--- src/hw/rtl/hba_pkg.sv ---
// ----------------------------------------------------------------------------
// hba_pkg
// Types and fixed constants shared by the heap block allocator files.
// ----------------------------------------------------------------------------
package hba_pkg;

	localparam int ALIGN_BYTES  = 16;
	localparam int HEADER_BYTES = 32;
	localparam int MIN_SPLIT    = 48;
	localparam int ADDRESS_BITS = 32;

	// Greatest heap end the address range allows
	localparam logic [33:0] ADDR_LIMIT = 34'((64'd1 << ADDRESS_BITS) - 64'd1);

	localparam logic [1:0] KIND_ALLOC   = 2'd0;
	localparam logic [1:0] KIND_FREE    = 2'd1;
	localparam logic [1:0] KIND_RESIZE  = 2'd2;
	localparam logic [1:0] KIND_UNKNOWN = 2'd3;

	localparam logic [2:0] ST_OK      = 3'd0;
	localparam logic [2:0] ST_NOMEM   = 3'd1;
	localparam logic [2:0] ST_LARGE   = 3'd2;
	localparam logic [2:0] ST_UNKNOWN = 3'd3;
	localparam logic [2:0] ST_NOTHING = 3'd4;

	localparam logic [1:0] FIT_FIRST = 2'd0;
	localparam logic [1:0] FIT_BEST  = 2'd1;
	localparam logic [1:0] FIT_WORST = 2'd2;

	localparam logic [1:0] CFG_FIT    = 2'd0;
	localparam logic [1:0] CFG_LIMIT  = 2'd1;
	localparam logic [1:0] CFG_THRESH = 2'd2;

	localparam logic [1:0]  FIT_RESET    = FIT_FIRST;
	localparam logic [31:0] LIMIT_RESET  = 32'd1048576;
	localparam logic [31:0] THRESH_RESET = 32'd131072;

	typedef struct packed {
		logic        free;
		logic [31:0] size;
	} entry_t;

	// controller to cell chain
	typedef struct packed {
		logic   shift;
		logic   push;
		entry_t wdata;
	} chain_ctl_t;

endpackage

--- src/hw/rtl/hba_if.sv ---
// ----------------------------------------------------------------------------
// hba_if
// Request, response and register write channels of the heap block allocator.
// ----------------------------------------------------------------------------
interface hba_req_if;
	logic        valid;
	logic        ready;
	logic [1:0]  kind;
	logic [31:0] request_size;
	logic [31:0] block_address;

	modport source(output valid, kind, request_size, block_address, input ready);
	modport sink(input valid, kind, request_size, block_address, output ready);
endinterface

interface hba_rsp_if;
	logic        valid;
	logic        ready;
	logic [31:0] result_address;
	logic [2:0]  status;
	logic        moved;
	logic [31:0] copy_length;

	modport source(output valid, result_address, status, moved, copy_length, input ready);
	modport sink(input valid, result_address, status, moved, copy_length, output ready);
endinterface

interface hba_cfg_if;
	logic        valid;
	logic        ready;
	logic [1:0]  index;
	logic [31:0] data;

	modport source(output valid, index, data, input ready);
	modport sink(input valid, index, data, output ready);
endinterface

--- src/hw/rtl/hba_cell.sv ---
// ----------------------------------------------------------------------------
// hba_cell
// One table entry of the chain: loads its upper neighbour on a shift, or the
// controller's data when the write pointer names it.
// ----------------------------------------------------------------------------
module hba_cell #(
	parameter int TABLE_DEPTH = 64,
	parameter int INDEX = 0
) (
	input  logic                           clk,
	input  hba_pkg::chain_ctl_t            ctl,
	input  logic [$clog2(TABLE_DEPTH)-1:0] wptr,
	input  hba_pkg::entry_t                up,
	output hba_pkg::entry_t                q
);
	import hba_pkg::*;

	localparam int IW = $clog2(TABLE_DEPTH);

	entry_t entry_q;

	always_ff @(posedge clk) begin
		if (ctl.push && wptr == IW'(INDEX)) begin
			entry_q <= ctl.wdata;
		end else if (ctl.shift) begin
			entry_q <= up;
		end
	end

	assign q = entry_q;

endmodule

--- src/hw/rtl/hba_ctrl.sv ---
// ----------------------------------------------------------------------------
// hba_ctrl
// Sequencer of the allocator: streams the table out of cell 0 and back into
// the chain, scanning, splitting, absorbing and merging on the way.
// ----------------------------------------------------------------------------
module hba_ctrl #(
	parameter int TABLE_DEPTH = 64
) (
	input  logic                           clk,
	input  logic                           arst_n,
	hba_req_if.sink                        req,
	hba_rsp_if.source                      rsp,
	input  logic [1:0]                     fit_strategy,
	input  logic [31:0]                    heap_limit,
	input  logic [31:0]                    large_threshold,
	input  hba_pkg::entry_t                head,
	output hba_pkg::chain_ctl_t            chain,
	output logic [$clog2(TABLE_DEPTH)-1:0] wptr
);
	import hba_pkg::*;

	localparam int IW = $clog2(TABLE_DEPTH);
	localparam int CW = $clog2(TABLE_DEPTH + 1);
	localparam int BW = 34 + CW;

	typedef struct packed {
		logic        v;
		logic        tgt;
		logic        absb;
		logic        free;
		logic [31:0] size;
	} pend_t;

	typedef enum logic [6:0] {
		S_IDLE   = 7'b0000001,
		S_SCAN   = 7'b0000010,
		S_DECIDE = 7'b0000100,
		S_EDIT   = 7'b0001000,
		S_GROW   = 7'b0010000,
		S_FREE   = 7'b0100000,
		S_DONE   = 7'b1000000
	} state_t;

	state_t state_q, state_d;

	logic [1:0]    kind_q;
	logic [31:0]   size_q;
	logic [31:0]   addr_q;
	logic [32:0]   need_q;
	logic [CW-1:0] n_q;
	logic [31:0]   heap_end_q;

	logic [CW-1:0] a_q, b_q, i_q;
	logic [BW-1:0] base_q;
	pend_t         pend_q, pend_d;

	logic          pick_v_q, exact_q;
	logic [CW-1:0] pick_q;
	logic [31:0]   pick_size_q;
	logic [BW-1:0] pick_base_q;
	logic          used_v_q, just_q, nxt_v_q, nxt_free_q;
	logic [CW-1:0] used_q;
	logic [31:0]   used_size_q, nxt_size_q;

	logic [CW-1:0] tgt_q;
	logic          absorb_q, then_free_q;
	logic [31:0]   res_q, copy_q;
	logic [2:0]    st_q;
	logic          moved_q;

	logic          rsp_v_q;
	logic [31:0]   rsp_addr_q, rsp_copy_q;
	logic [2:0]    rsp_st_q;
	logic          rsp_moved_q;

	// ---- pass engine ----
	logic          in_pass, x_av, hit_addr, at_tgt, split_ok;
	logic          pop, push, pass_done;
	entry_t        wdata;
	pend_t         y;
	logic [33:0]   sum_px;
	logic [31:0]   rem;
	logic [CW-1:0] wsum;

	assign in_pass  = state_q == S_SCAN || state_q == S_EDIT || state_q == S_FREE;
	assign x_av     = a_q != '0;
	assign hit_addr = (base_q + BW'(HEADER_BYTES)) == BW'(addr_q);
	assign at_tgt   = state_q == S_EDIT && i_q == tgt_q;
	assign sum_px   = {2'b0, pend_q.size} + 34'(HEADER_BYTES) + {2'b0, head.size};
	assign rem      = pend_q.size - need_q[31:0] - 32'(HEADER_BYTES);
	// room is counted on the live table, so an absorb frees a slot first
	assign split_ok = pend_q.v && pend_q.tgt && !pend_q.absb
		&& {2'b0, pend_q.size} >= {1'b0, need_q} + 34'(MIN_SPLIT)
		&& {2'b0, pend_q.size} >= {1'b0, need_q} + 34'(HEADER_BYTES)
		&& a_q + b_q < CW'(TABLE_DEPTH - 1);

	always_comb begin
		y.v    = 1'b1;
		y.tgt  = at_tgt;
		y.absb = at_tgt && absorb_q;
		y.size = head.size;
		if (state_q == S_FREE && hit_addr && !head.free) begin
			y.free = 1'b1;
		end else if (at_tgt) begin
			y.free = 1'b0;
		end else begin
			y.free = head.free;
		end
	end

	always_comb begin
		pend_d    = pend_q;
		pop       = 1'b0;
		push      = 1'b0;
		pass_done = 1'b0;
		wdata     = '{free: pend_q.free, size: pend_q.size};
		if (in_pass) begin
			if (pend_q.v && pend_q.absb && x_av) begin
				// grow the target over its free successor
				pend_d.size = sum_px[31:0];
				pend_d.absb = 1'b0;
				pop = 1'b1;
			end else if (split_ok) begin
				push = 1'b1;
				wdata = '{free: pend_q.free, size: need_q[31:0]};
				pend_d.size = rem;
				pend_d.free = 1'b1;
				pend_d.tgt = 1'b0;
			end else if (state_q == S_FREE && pend_q.v && pend_q.free && x_av && y.free) begin
				pend_d.size = sum_px[31:0];
				pop = 1'b1;
			end else if (x_av) begin
				push = pend_q.v;
				pend_d = y;
				pop = 1'b1;
			end else if (pend_q.v) begin
				push = 1'b1;
				pend_d.v = 1'b0;
			end else begin
				pass_done = 1'b1;
			end
		end else if (state_q == S_GROW) begin
			push = 1'b1;
			wdata = '{free: 1'b0, size: need_q[31:0]};
		end
	end

	assign wsum = a_q + b_q - {{(CW-1){1'b0}}, pop};
	assign wptr = (state_q == S_GROW) ? n_q[IW-1:0] : wsum[IW-1:0];
	assign chain.shift = pop;
	assign chain.push  = push;
	assign chain.wdata = wdata;

	// ---- scan captures ----
	logic cand, take;

	assign cand = head.free && {1'b0, head.size} >= need_q;

	always_comb begin
		case (fit_strategy)
			FIT_BEST:  take = cand && !exact_q && (!pick_v_q || head.size < pick_size_q);
			FIT_WORST: take = cand && (!pick_v_q || head.size > pick_size_q);
			default:   take = cand && !pick_v_q;
		endcase
	end

	// ---- decision ----
	logic          is_alloc, is_free, is_rsz, is_large, grow_ok, fits_here, absorb_ok;
	logic [33:0]   new_end;
	logic [31:0]   dec_res, dec_copy;
	logic [2:0]    dec_st;
	logic          dec_moved, dec_then_free, dec_absorb;
	logic [CW-1:0] dec_tgt;
	state_t        dec_next;
	logic [31:0]   pick_addr;
	logic          pass_init;

	assign is_alloc  = kind_q == KIND_ALLOC || (kind_q == KIND_RESIZE && addr_q == '0);
	assign is_free   = kind_q == KIND_FREE
		|| (kind_q == KIND_RESIZE && addr_q != '0 && size_q == '0);
	assign is_rsz    = kind_q == KIND_RESIZE && addr_q != '0 && size_q != '0;
	assign is_large  = need_q[32] || need_q[31:0] >= large_threshold;
	assign new_end   = {2'b0, heap_end_q} + 34'(HEADER_BYTES) + {1'b0, need_q};
	assign grow_ok   = n_q < CW'(TABLE_DEPTH) && new_end <= {2'b0, heap_limit}
		&& new_end <= ADDR_LIMIT;
	assign fits_here = {1'b0, used_size_q} >= need_q;
	assign absorb_ok = nxt_v_q && nxt_free_q
		&& {2'b0, used_size_q} + 34'(HEADER_BYTES) + {2'b0, nxt_size_q} >= {1'b0, need_q};
	assign pick_addr = 32'(pick_base_q + BW'(HEADER_BYTES));

	always_comb begin
		dec_res       = '0;
		dec_copy      = '0;
		dec_st        = ST_NOTHING;
		dec_moved     = 1'b0;
		dec_then_free = 1'b0;
		dec_absorb    = 1'b0;
		dec_tgt       = pick_q;
		dec_next      = S_DONE;
		if (is_alloc) begin
			if (size_q == '0) begin
				dec_st = ST_NOTHING;
			end else if (is_large) begin
				dec_st = ST_LARGE;
			end else if (pick_v_q) begin
				dec_st = ST_OK;
				dec_res = pick_addr;
				dec_next = S_EDIT;
			end else if (grow_ok) begin
				dec_st = ST_OK;
				dec_res = heap_end_q + 32'(HEADER_BYTES);
				dec_next = S_GROW;
			end else begin
				dec_st = ST_NOMEM;
			end
		end else if (is_free) begin
			if (addr_q == '0) begin
				dec_st = ST_NOTHING;
			end else if (!used_v_q) begin
				dec_st = ST_UNKNOWN;
			end else begin
				dec_st = ST_OK;
				dec_next = S_FREE;
			end
		end else if (is_rsz) begin
			if (!used_v_q) begin
				dec_st = ST_UNKNOWN;
			end else if (fits_here || absorb_ok) begin
				dec_st = ST_OK;
				dec_res = addr_q;
				dec_tgt = used_q;
				dec_absorb = !fits_here;
				dec_next = S_EDIT;
			end else if (is_large) begin
				dec_st = ST_LARGE;
			end else if (pick_v_q || grow_ok) begin
				// move: place the new block, then release the old one
				dec_st = ST_OK;
				dec_moved = 1'b1;
				dec_copy = used_size_q;
				dec_then_free = 1'b1;
				dec_res = pick_v_q ? pick_addr : heap_end_q + 32'(HEADER_BYTES);
				dec_next = pick_v_q ? S_EDIT : S_GROW;
			end else begin
				dec_st = ST_NOMEM;
			end
		end
	end

	always_comb begin
		state_d = state_q;
		unique case (state_q)
			S_IDLE:   if (req.valid) state_d = S_SCAN;
			S_SCAN:   if (pass_done) state_d = S_DECIDE;
			S_DECIDE: state_d = dec_next;
			S_EDIT:   if (pass_done) state_d = then_free_q ? S_FREE : S_DONE;
			S_GROW:   state_d = then_free_q ? S_FREE : S_DONE;
			S_FREE:   if (pass_done) state_d = S_DONE;
			S_DONE:   if (!rsp_v_q || rsp.ready) state_d = S_IDLE;
			default:  state_d = S_IDLE;
		endcase
	end

	assign pass_init = state_d != state_q
		&& (state_d == S_SCAN || state_d == S_EDIT || state_d == S_FREE);

	assign req.ready = state_q == S_IDLE;

	logic [32:0] req_pad;
	assign req_pad = {1'b0, req.request_size} + 33'(ALIGN_BYTES - 1);

	always_ff @(posedge clk or negedge arst_n) begin
		if (!arst_n) begin
			state_q     <= S_IDLE;
			n_q         <= '0;
			heap_end_q  <= '0;
			a_q         <= '0;
			b_q         <= '0;
			i_q         <= '0;
			base_q      <= '0;
			pend_q      <= '0;
			pick_v_q    <= 1'b0;
			exact_q     <= 1'b0;
			used_v_q    <= 1'b0;
			just_q      <= 1'b0;
			nxt_v_q     <= 1'b0;
			then_free_q <= 1'b0;
			absorb_q    <= 1'b0;
			rsp_v_q     <= 1'b0;
		end else begin
			state_q <= state_d;

			if (state_q == S_IDLE && req.valid) begin
				kind_q <= req.kind;
				size_q <= req.request_size;
				addr_q <= req.block_address;
				need_q <= req_pad - (req_pad % 33'(ALIGN_BYTES));
			end

			if (pass_init) begin
				// the count left by an edit pass or a growth is not in n_q yet
				if (state_q == S_GROW)
					a_q <= n_q + 1'b1;
				else if (in_pass)
					a_q <= b_q;
				else
					a_q <= n_q;
				b_q    <= '0;
				i_q    <= '0;
				base_q <= '0;
				pend_q <= '0;
			end else begin
				pend_q <= pend_d;
				if (pop) begin
					a_q    <= a_q - 1'b1;
					i_q    <= i_q + 1'b1;
					base_q <= base_q + BW'(HEADER_BYTES) + BW'(head.size);
				end
				if (push) b_q <= b_q + 1'b1;
			end

			if (in_pass && pass_done) n_q <= b_q;

			if (state_q == S_GROW) begin
				n_q        <= n_q + 1'b1;
				heap_end_q <= new_end[31:0];
			end

			if (pass_init && state_d == S_SCAN) begin
				pick_v_q <= 1'b0;
				exact_q  <= 1'b0;
				used_v_q <= 1'b0;
				just_q   <= 1'b0;
				nxt_v_q  <= 1'b0;
			end else if (state_q == S_SCAN && pop) begin
				if (take) begin
					pick_v_q    <= 1'b1;
					pick_q      <= i_q;
					pick_size_q <= head.size;
					pick_base_q <= base_q;
					if (fit_strategy == FIT_BEST && {1'b0, head.size} == need_q)
						exact_q <= 1'b1;
				end
				just_q <= !used_v_q && hit_addr && !head.free;
				if (!used_v_q && hit_addr && !head.free) begin
					used_v_q    <= 1'b1;
					used_q      <= i_q;
					used_size_q <= head.size;
				end
				if (just_q) begin
					nxt_v_q    <= 1'b1;
					nxt_free_q <= head.free;
					nxt_size_q <= head.size;
				end
			end

			if (state_q == S_DECIDE) begin
				res_q       <= dec_res;
				st_q        <= dec_st;
				moved_q     <= dec_moved;
				copy_q      <= dec_copy;
				then_free_q <= dec_then_free;
				absorb_q    <= dec_absorb;
				tgt_q       <= dec_tgt;
			end

			if (state_q == S_DONE && (!rsp_v_q || rsp.ready)) begin
				rsp_v_q     <= 1'b1;
				rsp_addr_q  <= res_q;
				rsp_st_q    <= st_q;
				rsp_moved_q <= moved_q;
				rsp_copy_q  <= copy_q;
			end else if (rsp.ready) begin
				rsp_v_q <= 1'b0;
			end
		end
	end

	assign rsp.valid          = rsp_v_q;
	assign rsp.result_address = rsp_addr_q;
	assign rsp.status         = rsp_st_q;
	assign rsp.moved          = rsp_moved_q;
	assign rsp.copy_length    = rsp_copy_q;

endmodule

--- src/hw/rtl/heap_block_allocator.sv ---
// ----------------------------------------------------------------------------
// heap_block_allocator
// Heap block manager over an address-ordered table held in a chain of cells.
//
// Channels: req carries kind, request_size and block_address; rsp returns
// result_address, status, moved and copy_length, one transfer per request;
// cfg writes fit_strategy (0), heap_limit (1) and large_threshold (2) and is
// always ready. Registers are to be written only while no request is in
// flight; the block itself does not enforce this. One request at a time.
// An answer found by the scan alone needs a scan pass; an allocate, free or
// in-place resize adds an edit pass, a growth step or a merge pass, and a
// resize that moves adds a merge pass after its edit pass or growth. Each
// pass turns the table out of cell 0 and through the sequencer back into
// the chain, one entry at a time.
// req is ready in the idle state, also while a result waits in the output
// register; a stalled rsp holds its transfer and the next result waits.
// Reset empties the table and heap at once and restores the register
// defaults; table entries are only read below the block count.
// ----------------------------------------------------------------------------
module heap_block_allocator #(
	parameter int TABLE_DEPTH = 64
) (
	input logic       clk,
	input logic       arst_n,
	hba_req_if.sink   req,
	hba_rsp_if.source rsp,
	hba_cfg_if.sink   cfg
);
	import hba_pkg::*;

	localparam int IW = $clog2(TABLE_DEPTH);

	logic [1:0]  fit_q;
	logic [31:0] limit_q;
	logic [31:0] thresh_q;

	assign cfg.ready = 1'b1;

	always_ff @(posedge clk or negedge arst_n) begin
		if (!arst_n) begin
			fit_q    <= FIT_RESET;
			limit_q  <= LIMIT_RESET;
			thresh_q <= THRESH_RESET;
		end else if (cfg.valid) begin
			unique case (cfg.index)
				CFG_FIT:    fit_q <= cfg.data[1:0];
				CFG_LIMIT:  limit_q <= cfg.data;
				CFG_THRESH: thresh_q <= cfg.data;
				default: ;
			endcase
		end
	end

	chain_ctl_t      chain;
	logic [IW-1:0]   wptr;
	entry_t          cell_q [TABLE_DEPTH];
	entry_t          up_w   [TABLE_DEPTH];

	for (genvar k = 0; k < TABLE_DEPTH; k++) begin : g_cell
		if (k == TABLE_DEPTH - 1) begin : g_top
			assign up_w[k] = '0;
		end else begin : g_mid
			assign up_w[k] = cell_q[k+1];
		end

		hba_cell #(
			.TABLE_DEPTH(TABLE_DEPTH),
			.INDEX(k)
		) u_cell (
			.clk  (clk),
			.ctl  (chain),
			.wptr (wptr),
			.up   (up_w[k]),
			.q    (cell_q[k])
		);
	end

	hba_ctrl #(
		.TABLE_DEPTH(TABLE_DEPTH)
	) u_ctrl (
		.clk             (clk),
		.arst_n          (arst_n),
		.req             (req),
		.rsp             (rsp),
		.fit_strategy    (fit_q),
		.heap_limit      (limit_q),
		.large_threshold (thresh_q),
		.head            (cell_q[0]),
		.chain           (chain),
		.wptr            (wptr)
	);

endmodule
--- src/flat_wrapper.sv ---
// flat-port wrapper written by rule: the top's interface ports become plain ports
module heap_block_allocator_flat import hba_pkg::*;
#(
	parameter int TABLE_DEPTH = 64
)
  (clk, arst_n, req_valid, req_kind, req_request_size, req_block_address, req_ready, rsp_valid, rsp_result_address, rsp_status, rsp_moved, rsp_copy_length, rsp_ready, cfg_valid, cfg_index, cfg_data, cfg_ready);
  hba_req_if req_i ();
  hba_rsp_if rsp_i ();
  hba_cfg_if cfg_i ();
  input logic clk;
  input logic arst_n;
  input wire logic [$bits(req_i.valid)-1:0] req_valid;
  input wire logic [$bits(req_i.kind)-1:0] req_kind;
  input wire logic [$bits(req_i.request_size)-1:0] req_request_size;
  input wire logic [$bits(req_i.block_address)-1:0] req_block_address;
  output wire logic [$bits(req_i.ready)-1:0] req_ready;
  output wire logic [$bits(rsp_i.valid)-1:0] rsp_valid;
  output wire logic [$bits(rsp_i.result_address)-1:0] rsp_result_address;
  output wire logic [$bits(rsp_i.status)-1:0] rsp_status;
  output wire logic [$bits(rsp_i.moved)-1:0] rsp_moved;
  output wire logic [$bits(rsp_i.copy_length)-1:0] rsp_copy_length;
  input wire logic [$bits(rsp_i.ready)-1:0] rsp_ready;
  input wire logic [$bits(cfg_i.valid)-1:0] cfg_valid;
  input wire logic [$bits(cfg_i.index)-1:0] cfg_index;
  input wire logic [$bits(cfg_i.data)-1:0] cfg_data;
  output wire logic [$bits(cfg_i.ready)-1:0] cfg_ready;
  assign req_i.valid = req_valid;
  assign req_i.kind = req_kind;
  assign req_i.request_size = req_request_size;
  assign req_i.block_address = req_block_address;
  assign req_ready = req_i.ready;
  assign rsp_valid = rsp_i.valid;
  assign rsp_result_address = rsp_i.result_address;
  assign rsp_status = rsp_i.status;
  assign rsp_moved = rsp_i.moved;
  assign rsp_copy_length = rsp_i.copy_length;
  assign rsp_i.ready = rsp_ready;
  assign cfg_i.valid = cfg_valid;
  assign cfg_i.index = cfg_index;
  assign cfg_i.data = cfg_data;
  assign cfg_ready = cfg_i.ready;
  heap_block_allocator #(.TABLE_DEPTH(TABLE_DEPTH)) u_core (.clk(clk), .arst_n(arst_n), .req(req_i), .rsp(rsp_i), .cfg(cfg_i));
endmodule
--- config.mk ---
export PLATFORM = sky130hd
export DESIGN_NAME = heap_block_allocator_flat
export DESIGN_NICKNAME = d
export VERILOG_FILES = /design/src/hw/rtl/hba_pkg.sv /design/src/hw/rtl/hba_if.sv /design/src/hw/rtl/hba_cell.sv /design/src/hw/rtl/hba_ctrl.sv /design/src/hw/rtl/heap_block_allocator.sv /design/src/flat_wrapper.sv
export SDC_FILE = /design/constraint.sdc
export NUM_CORES = 2
export LEC_CHECK = 0
export ABC_AREA = 1
export CORE_UTILIZATION = 52
export CTS_CLUSTER_DIAMETER = 40
export CTS_CLUSTER_SIZE = 40
export DETAILED_ROUTE_END_ITERATION = 6
export DONT_BUFFER_PORTS = 1
export PLACE_DENSITY = 0.78
export SYNTH_ARGS = -nofsm -noshare
export SYNTH_HDL_FRONTEND = slang
export SYNTH_SLANG_ARGS = --single-unit
--- constraint.sdc ---
create_clock -name clk -period 10.7 [get_ports clk]
set_input_delay 0.535 -clock clk [delete_from_list [all_inputs] [get_ports clk]]
set_output_delay 0.535 -clock clk [all_outputs]
set_load 0.05 [all_outputs]
# --- Word-level counts from Yosys, hierarchy flattened ---
# Cells that the tools add are included.
classes:
  n_mux: 259
  div: 0
  mul: 0
  shift: 0
  eq_ne: 89
  bitwise: 4
  n_addsub: 22
  n_reduce_logical: 223
  magnitude_cmp: 12
op_table:
  columns: ["operator", "count"]
  rows:
  - ["33-bit 2-to-1 mux", 131]
  - ["32-bit 2-to-1 mux", 16]
  - ["7-bit 2-to-1 mux", 34]
  - ["6-bit equality test, second input constant", 32]
  - ["2-bit nonzero test", 74]
  - ["1-bit logical AND", 101]
  - ["32-bit by 6-bit adder with 32-bit output, second input constant", 3]
  - ["6-bit by 5-bit equality test with 1-bit output, second input constant", 16]
  - ["41-bit 2-to-1 mux", 2]
  - ["36-bit 2-to-1 mux", 2]
  - ["33-bit by 6-bit adder with 34-bit output, second input constant", 2]
  - ["32-bit by 34-bit greater-or-equal comparator with 1-bit output", 2]
  - ["32-bit by 6-bit adder with 33-bit output, second input constant", 2]
  - ["32-bit by 33-bit greater-or-equal comparator with 1-bit output", 2]
  - ["32-bit zero test", 2]
  - ["32-bit nonzero test", 2]
  - ["1-bit 2-to-1 mux", 57]
  - ["7-bit case mux with 7 select lines", 1]
  - ["6-bit by 4-bit equality test with 1-bit output, second input constant", 8]
  - ["41-bit by 32-bit adder with 41-bit output", 1]
  - ["41-bit by 6-bit adder with 41-bit output, second input constant", 1]
  - ["41-bit by 32-bit equality test with 1-bit output", 1]
  - ["35-bit 2-to-1 mux", 1]
  - ["33-bit by 32-bit adder with 34-bit output", 1]
  - ["other kinds (55)", 115]
word_totals:
  mem_bits_ro: 0
  latchBits: 0
  output_inout_bits: 71
  register_bits: 2715
  mem_bits_rw: 0
  memories: 0
  wordCells: 780

# --- Logic depth before layout (Yosys ltp) ---
logic_depth:
  ltp_word: 21
  mapped_depth: 46

# --- Hierarchy ---
# A second synthesis with hierarchy kept.
unflattened:
  hier_cells: 15042
  hier_area_um2: 144020.6
by_module_without_submodules:
  columns: ["mod", "instances", "cells_per_inst", "area_per_inst_um2"]
  rows:
  - ["hba_ctrl", 1, 4975, 41274.6]
  - ["hba_cell at u_core.g_cell[23].u_cell ...", 11, 150, 1539.0]
  - ["hba_cell at u_core.g_cell[21].u_cell ...", 10, 151, 1579.0]
  - ["hba_cell at u_core.g_cell[15].u_cell ...", 10, 152, 1546.5]
  - ["hba_cell at u_core.g_cell[11].u_cell ...", 6, 153, 1550.2]
  - ["hba_cell at u_core.g_cell[10].u_cell ...", 4, 159, 1600.3]
  - ["hba_cell at u_core.g_cell[17].u_cell ...", 4, 152, 1549.0]
  - ["hba_cell at u_core.g_cell[31].u_cell ...", 4, 151, 1542.7]
  - ["hba_cell at u_core.g_cell[52].u_cell ...", 2, 158, 1619.1]
  - ["hba_cell at u_core.g_cell[49].u_cell ...", 2, 157, 1604.0]
  - ["hba_cell at u_core.g_cell[13].u_cell ...", 2, 159, 1602.8]
  - ["hba_cell at u_core.g_cell[1].u_cell ...", 2, 153, 1552.7]
  - ["hba_cell at u_core.g_cell[19].u_cell ...", 2, 151, 1540.2]
  - ["hba_cell at u_core.g_cell[55].u_cell ...", 2, 149, 1535.2]
  - ["4 more rows", null, null, null]

# --- Least setup slack after synthesis ---
# No wires, ideal clock.
synth_timing:
  path_kind: "register to register"
  startpoint: "register u_core.u_ctrl.need_q[5]"
  endpoint: "register u_core.u_ctrl.pick_base_q[0], enable pin"
  n_path_buf: 2
  period_less_slack_ns: 9.049
  t_arrival_ns: 8.461
  slack_ns: 1.651
  stages_incl_launch_ff: 26
  t_required_ns: 10.112
  cell_sequence: "edfxtp_1 inv_1 ha_1 nand2_1 nand2_1 nand3_1 nor2_1 inv_1 nor2_1 xor2_1 ha_1 nand2_1 inv_1 o21ai_0 a21oi_1 a2111oi_0 nor2_1 nor2_1 nand3_1 nand4_2 buf_2 buf_2 nand3_1 nor2_1 inv_1 nor3_1"
synth_via:
  elab_chain_len: 20
  word_cells_on_any_way: 58
  cone_classes: "3 x add/sub; 8 x order compare; 4 x eq/ne; 22 x mux; 1 x bitwise; 20 x reduce/logical"
synth_rtl:
  columns: ["element", "line_no", "rtl"]
  rows:
  - ["start: declaration", "hba_ctrl.sv:49", "logic [32:0] need_q;"]
  - ["start signal: assignment", "hba_ctrl.sv:297", "need_q <= req_pad - (req_pad % 33'(ALIGN_BYTES));"]
  - ["33-bit by 33-bit adder with 34-bit output", "hba_ctrl.sv:183", "assign new_end = {2'b0, heap_end_q} + 34'(HEADER_BYTES) + {1'b0, need_q};"]
  - ["34-bit by 32-bit <= comparator with 1-bit output", "hba_ctrl.sv:184", "assign grow_ok = n_q < CW'(TABLE_DEPTH) && new_end <= {2'b0, heap_limit}"]
  - ["1-bit logical AND", "hba_ctrl.sv:184", null]
  - ["1-bit logical AND", "hba_ctrl.sv:185", "&& new_end <= ADDR_LIMIT;"]
  - ["1-bit logical OR", "hba_ctrl.sv:236", "end else if (pick_v_q || grow_ok) begin"]
  - ["7-bit 2-to-1 mux", "hba_ctrl.sv:236", null]
  - ["7-bit 2-to-1 mux", "hba_ctrl.sv:234", "end else if (is_large) begin"]
  - ["7-bit 2-to-1 mux", "hba_ctrl.sv:228", "end else if (fits_here || absorb_ok) begin"]
  - ["[... 3 more ...]", null, null]
  - ["7-bit 2-to-1 mux", "hba_ctrl.sv:200", "if (is_alloc) begin"]
  - ["7-bit case mux with 7 select lines", "hba_ctrl.sv:252", "unique case (state_q)"]
  - ["7-bit by 2-bit equality test with 1-bit output or 7-bit by 4-bit equality test with 1-bit output (tied branches)", "hba_ctrl.sv:265, hba_ctrl.sv:329", null]
  - ["1-bit logical OR (2 in a row)", "hba_ctrl.sv:265", "&& (state_d == S_SCAN || state_d == S_EDIT || state_d == S_FREE);"]
  - ["1-bit logical AND", "hba_ctrl.sv:265", null]
  - ["1-bit logical AND", "hba_ctrl.sv:329", "if (pass_init && state_d == S_SCAN) begin"]
  - ["1-bit inverter (no source line)", null, null]
  - ["4-bit AND reduction (no source line) (*)", null, null]
  - ["end signal: assignment", "hba_ctrl.sv:340", "pick_base_q <= base_q;"]
  - ["end: declaration", "hba_ctrl.sv:60", "logic [BW-1:0] pick_base_q;"]
# Every way passes the cells marked *; elsewhere a longest branch is shown, timed or not.
# A chain may end at the register's enable or synchronous reset.

# --- Final worst setup path ---
layout_timing:
  startpoint: "register u_core.u_ctrl.used_size_q[3]"
  endpoint: "register u_core.u_ctrl.pend_q[27] in the netlist's numbering"
layout_via:
  elab_chain_len: 17
  word_cells_on_any_way: 23
  cone_classes: "2 x add/sub; 2 x order compare; 4 x eq/ne; 7 x mux; 8 x reduce/logical"
layout_rtl:
  columns: ["element", "line_no", "rtl"]
  rows:
  - ["start: declaration", "hba_ctrl.sv:63", "logic [31:0] used_size_q, nxt_size_q;"]
  - ["start signal: assignment", "hba_ctrl.sv:348", "used_size_q <= head.size;"]
  - ["32-bit by 6-bit adder with 33-bit output", "hba_ctrl.sv:188", "&& {2'b0, used_size_q} + 34'(HEADER_BYTES) + {2'b0, nxt_size_q} >= {1'b0, need_q};"]
  - ["33-bit by 32-bit adder with 34-bit output", "hba_ctrl.sv:188", null]
  - ["34-bit by 33-bit greater-or-equal comparator with 1-bit output", "hba_ctrl.sv:188", null]
  - ["1-bit logical AND", "hba_ctrl.sv:188", null]
  - ["1-bit logical OR (*)", "hba_ctrl.sv:228", null]
  - ["7-bit 2-to-1 mux (*)", "hba_ctrl.sv:228", null]
  - ["7-bit 2-to-1 mux (*)", "hba_ctrl.sv:226", "if (!used_v_q) begin"]
  - ["7-bit 2-to-1 mux (*)", "hba_ctrl.sv:225", "end else if (is_rsz) begin"]
  - ["7-bit 2-to-1 mux (*)", "hba_ctrl.sv:216", "end else if (is_free) begin"]
  - ["7-bit 2-to-1 mux (*)", "hba_ctrl.sv:200", null]
  - ["7-bit case mux with 7 select lines (*)", "hba_ctrl.sv:252", null]
  - ["7-bit by 2-bit equality test with 1-bit output or 7-bit by 4-bit equality test with 1-bit output (tied branches)", "hba_ctrl.sv:265", null]
  - ["1-bit logical OR (2 in a row)", "hba_ctrl.sv:265", null]
  - ["1-bit logical AND (*)", "hba_ctrl.sv:265", null]
  - ["5-bit nonzero test (no source line) or 2-bit nonzero test (tied branches)", null, null]
  - ["2-bit AND reduction (no source line)", null, null]
  - ["end signal: assignment", "hba_ctrl.sv:313", "pend_q <= pend_d;"]
  - ["end: declaration", "hba_ctrl.sv:55", "pend_t pend_q, pend_d;"]
# Marks and branches as above.

==> results.md <==
- Most common cell after layout, fill and taps aside: nand2_1
- Slowest cell on the critical path: nand3_2
- Worst endpoint required time: roughly 11 ns
- Seq cells post-synth: around 2700
- IO buf count: 0
- Clock root cell: clkbuf_16
- Routed vias: roughly 95000
- Share of the synthesized area in the top cell type: between 50% and 60%
- Arr. time, crit path: slightly above 10 ns
- Ports: 176
- Max_cap viols: 0
- P&R area growth vs syn: 11.9%
- Delay-heaviest family, CP: simple AND/OR/NAND/NOR gates
- GPL Wtd Cong: about 0.96
- Ys Warns: 0
- Tot Pwr: 37400 uW
- Most common cell on crit path: nand2_1
- Global-route wire length before repair: between 500 and 600 mm
- Placed inst area: roughly 130000 um2
- GRT Total Usage: between 20% and 30%
- Drt first pass iters: 7
- Power Density: between 200 and 300 nW/um2
- Fin area: ~150000 um2
- Cell Area, Synth: around 130000 um2
- CP Class: reg2reg
- Post-synth top area cell: edfxtp_1
- Failing checks: design-rule violations
- Fin crit share: between 80 and 90%
- Iter 0 DRT Violations: approximately 13000
- Finished Core Util: 58.5%
- Synth top area cells: edfxtp_1 (57%), nand2_1 (9.3%), o21ai_0 (7.7%)
- Largest net degree at the start of global routing: about 220
- Row count: 183
- Clock transition at path regs: 0.06 ns
- Final setup viols: 0
- Post-route DRC: 2
- Status: finished, violations left
- Post-layout min period: 9.33 ns
- Routed WL: between 300 and 400 mm
- CTS sink cnt: 2710
- Max rail drop VDD: a little under 0.2 mV
- Clk Latency, worst-skew pair: around 0.93 ns
- Die X: a little over 500 um
- WHS: between 0.04 and 0.05 ns
- Worst hold path type: in2reg
- Fmax: 107 MHz
- Leakage: 0.0590 uW
- Vias per inst: roughly 6
- Drt wl/cell: 23.1 um
- Dpl hpwl: roughly 230 mm
- Sequential area share after synthesis: slightly above 60%
- Initial antenna violation count: 19
- Initial Util: 52.3%
- RSZ-0062 raised after global routing: no
- Gate Count Post-Synth: roughly 12000
- Share of layout cells above drive strength 1: ~8%
- Clock Path Buffers: 4
- Crit Path Max Fanout: 62
- Total CTS buffers: roughly 360
- Post-synth ARST share: approximately 8.0%
- Slowest stage delay, CP: around 0.82 ns
- Worst Skew: 0.110 ns
- Die footprint: between 200000 and 300000 um2
- Crit path buffers/inverters: 2
- Top FF cell, synth: edfxtp_1
- Die Y-Extent: 503 um
- Vias in the first global route: 88998
- Yosys cell types: 70
- Final hold viol count: 0
- Final setup TNS: 0 ns
- Post-DRT Antenna Nets: 0
- CTS tree: done
- Startpoint Class: flop
- Congestion Overflow GR: 0
- Syn Area/Cell: about 10 um2
- Core footprint: 249000 um2
- Htree depth: 5
- Max_slew headroom: 1.95%
- Max Slew Vio Count: 0
- Most frequent cells in the layout: nand2_1 (3211), edfxtp_1 (2493), o21ai_0 (2017)
- Slew @ Worst Pin: 1.47 ns
- Number of synthesized flops with an enable pin: about 2500
- CP Capture Type: flop
- Layout Nets: ~13000
## state kept, by name, summed over array words and instances (netlist names), 29 cells and up
signal and count:
u_core.u_ctrl.need_q 29, u_core.u_ctrl.addr_q 32, u_core.u_ctrl.heap_end_q 31, u_core.u_ctrl.base_q 41, u_core.u_ctrl.rsp.result_address 32, u_core.u_ctrl.used_size_q 32, u_core.u_ctrl.pick_base_q 32, u_core.u_ctrl.size_q 32
u_core.g_cell.u_cell.q 2112, u_core.u_ctrl.copy_q 32, u_core.u_ctrl.res_q 32, u_core.u_ctrl.pend_q 36, u_core.u_ctrl.pick_size_q 32, u_core.thresh_q 32, u_core.limit_q 32, u_core.u_ctrl.rsp.copy_length 32
u_core.u_ctrl.nxt_size_q 32
## synth_stat cells, drive strengths merged (18+ instances only)
cell	count
nand4	127
or2	23
clkinv	31
buf	310
xor2	219
dfrtp	214
nor4	49
o21bai	18
clkbuf	454
a31oi	27
ha	522
nor3	109
nand3b	34
nand3	261
o21a	22
a21oi	356
nand2	3274
o21ai	2468
edfxtp	2493
inv	739
xnor2	80
nor2	486
o22ai	18
## metal layers
layer	vias to the layer above	track usage, %	share of wire, %
met1	45116	39.8	39
li1	43325	-	-
met4	8	12.8	4.8
met2	5673	43.7	44
met3	934	6.13	12
met5	-	0	0.012
## final cells by class
type                       instances  area, um2
clock inverter                   271       3130
fill                           19234     103000
sequential                      2710      80300
tap                             3330       4170
clock buffer                     387       9250
antenna                            8       20.0
timing repair buffer             325       2750
multi-input combinational       8232      43200
inverter                         770       2930
## through the flow
step	cells	worst slack (ns)
after floorplan	12476	1.65
after detailed placement	15262	1.62
final	16033	1.37
after global routing	16027	0.684
after global placement	15262	1.89
after CTS	16025	1.59
## cells by family (layout without fill, tap and decap cells)
| logic type | count (synthesis) | after routing | synth area share [%] |
|---|---|---|---|
| AO/OA/AOI/OAI | 3011 | 3011 | 12.0 |
| multiplexers | 14 | 14 | 0.114 |
| flip-flops | 2710 | 2710 | 61.6 |
| XOR/XNOR | 300 | 300 | 2.03 |
| buffers and inverters | 1534 | 1753 | 5.38 |
| adder cells (fa/ha/maj) | 528 | 528 | 5.11 |
| other | 2 | 11 | 0.00576 |
| AND/OR/NAND/NOR | 4376 | 4376 | 13.8 |
## repair_timing
| action | in CTS | in global routing |
|---|---|---|
| resized for setup | 0 | 0 |
| setup endpoints to repair | 0 | 0 |
| hold endpoints to repair | 379 | 0 |
| buffers inserted | 0 | 0 |
| hold buffers | 105 | 0 |
## final timing paths
path | startpoint | end | slack, ns | cells after the start
worst max-delay path | u_core.u_ctrl.used_size_q[3] | u_core.u_ctrl.pend_q[27] | 1.37 | 38
worst min-delay path | req_request_size[5] | u_core.u_ctrl.need_q[6] | 0.05 | 2
worst max register to register | u_core.u_ctrl.used_size_q[3] | u_core.u_ctrl.pend_q[27] | 1.37 | 38
worst min register to register | u_core.u_ctrl.copy_q[25] | u_core.u_ctrl.rsp.copy_length[25] | 0.37 | 0
max in group asynchronous | arst_n | u_core.u_ctrl.pend_q[26] | 9.15 | 2
min in group asynchronous | arst_n | u_core.limit_q[22] | 0.29 | 2
## power breakdown
part	switching [uW]	internal (uW)	leakage (uW)
Sequential	1020	14100	0.0254
Combinational	7540	2450	0.0277
Clock	5040	7260	0.00596
(Power assumes the default switching activity.)
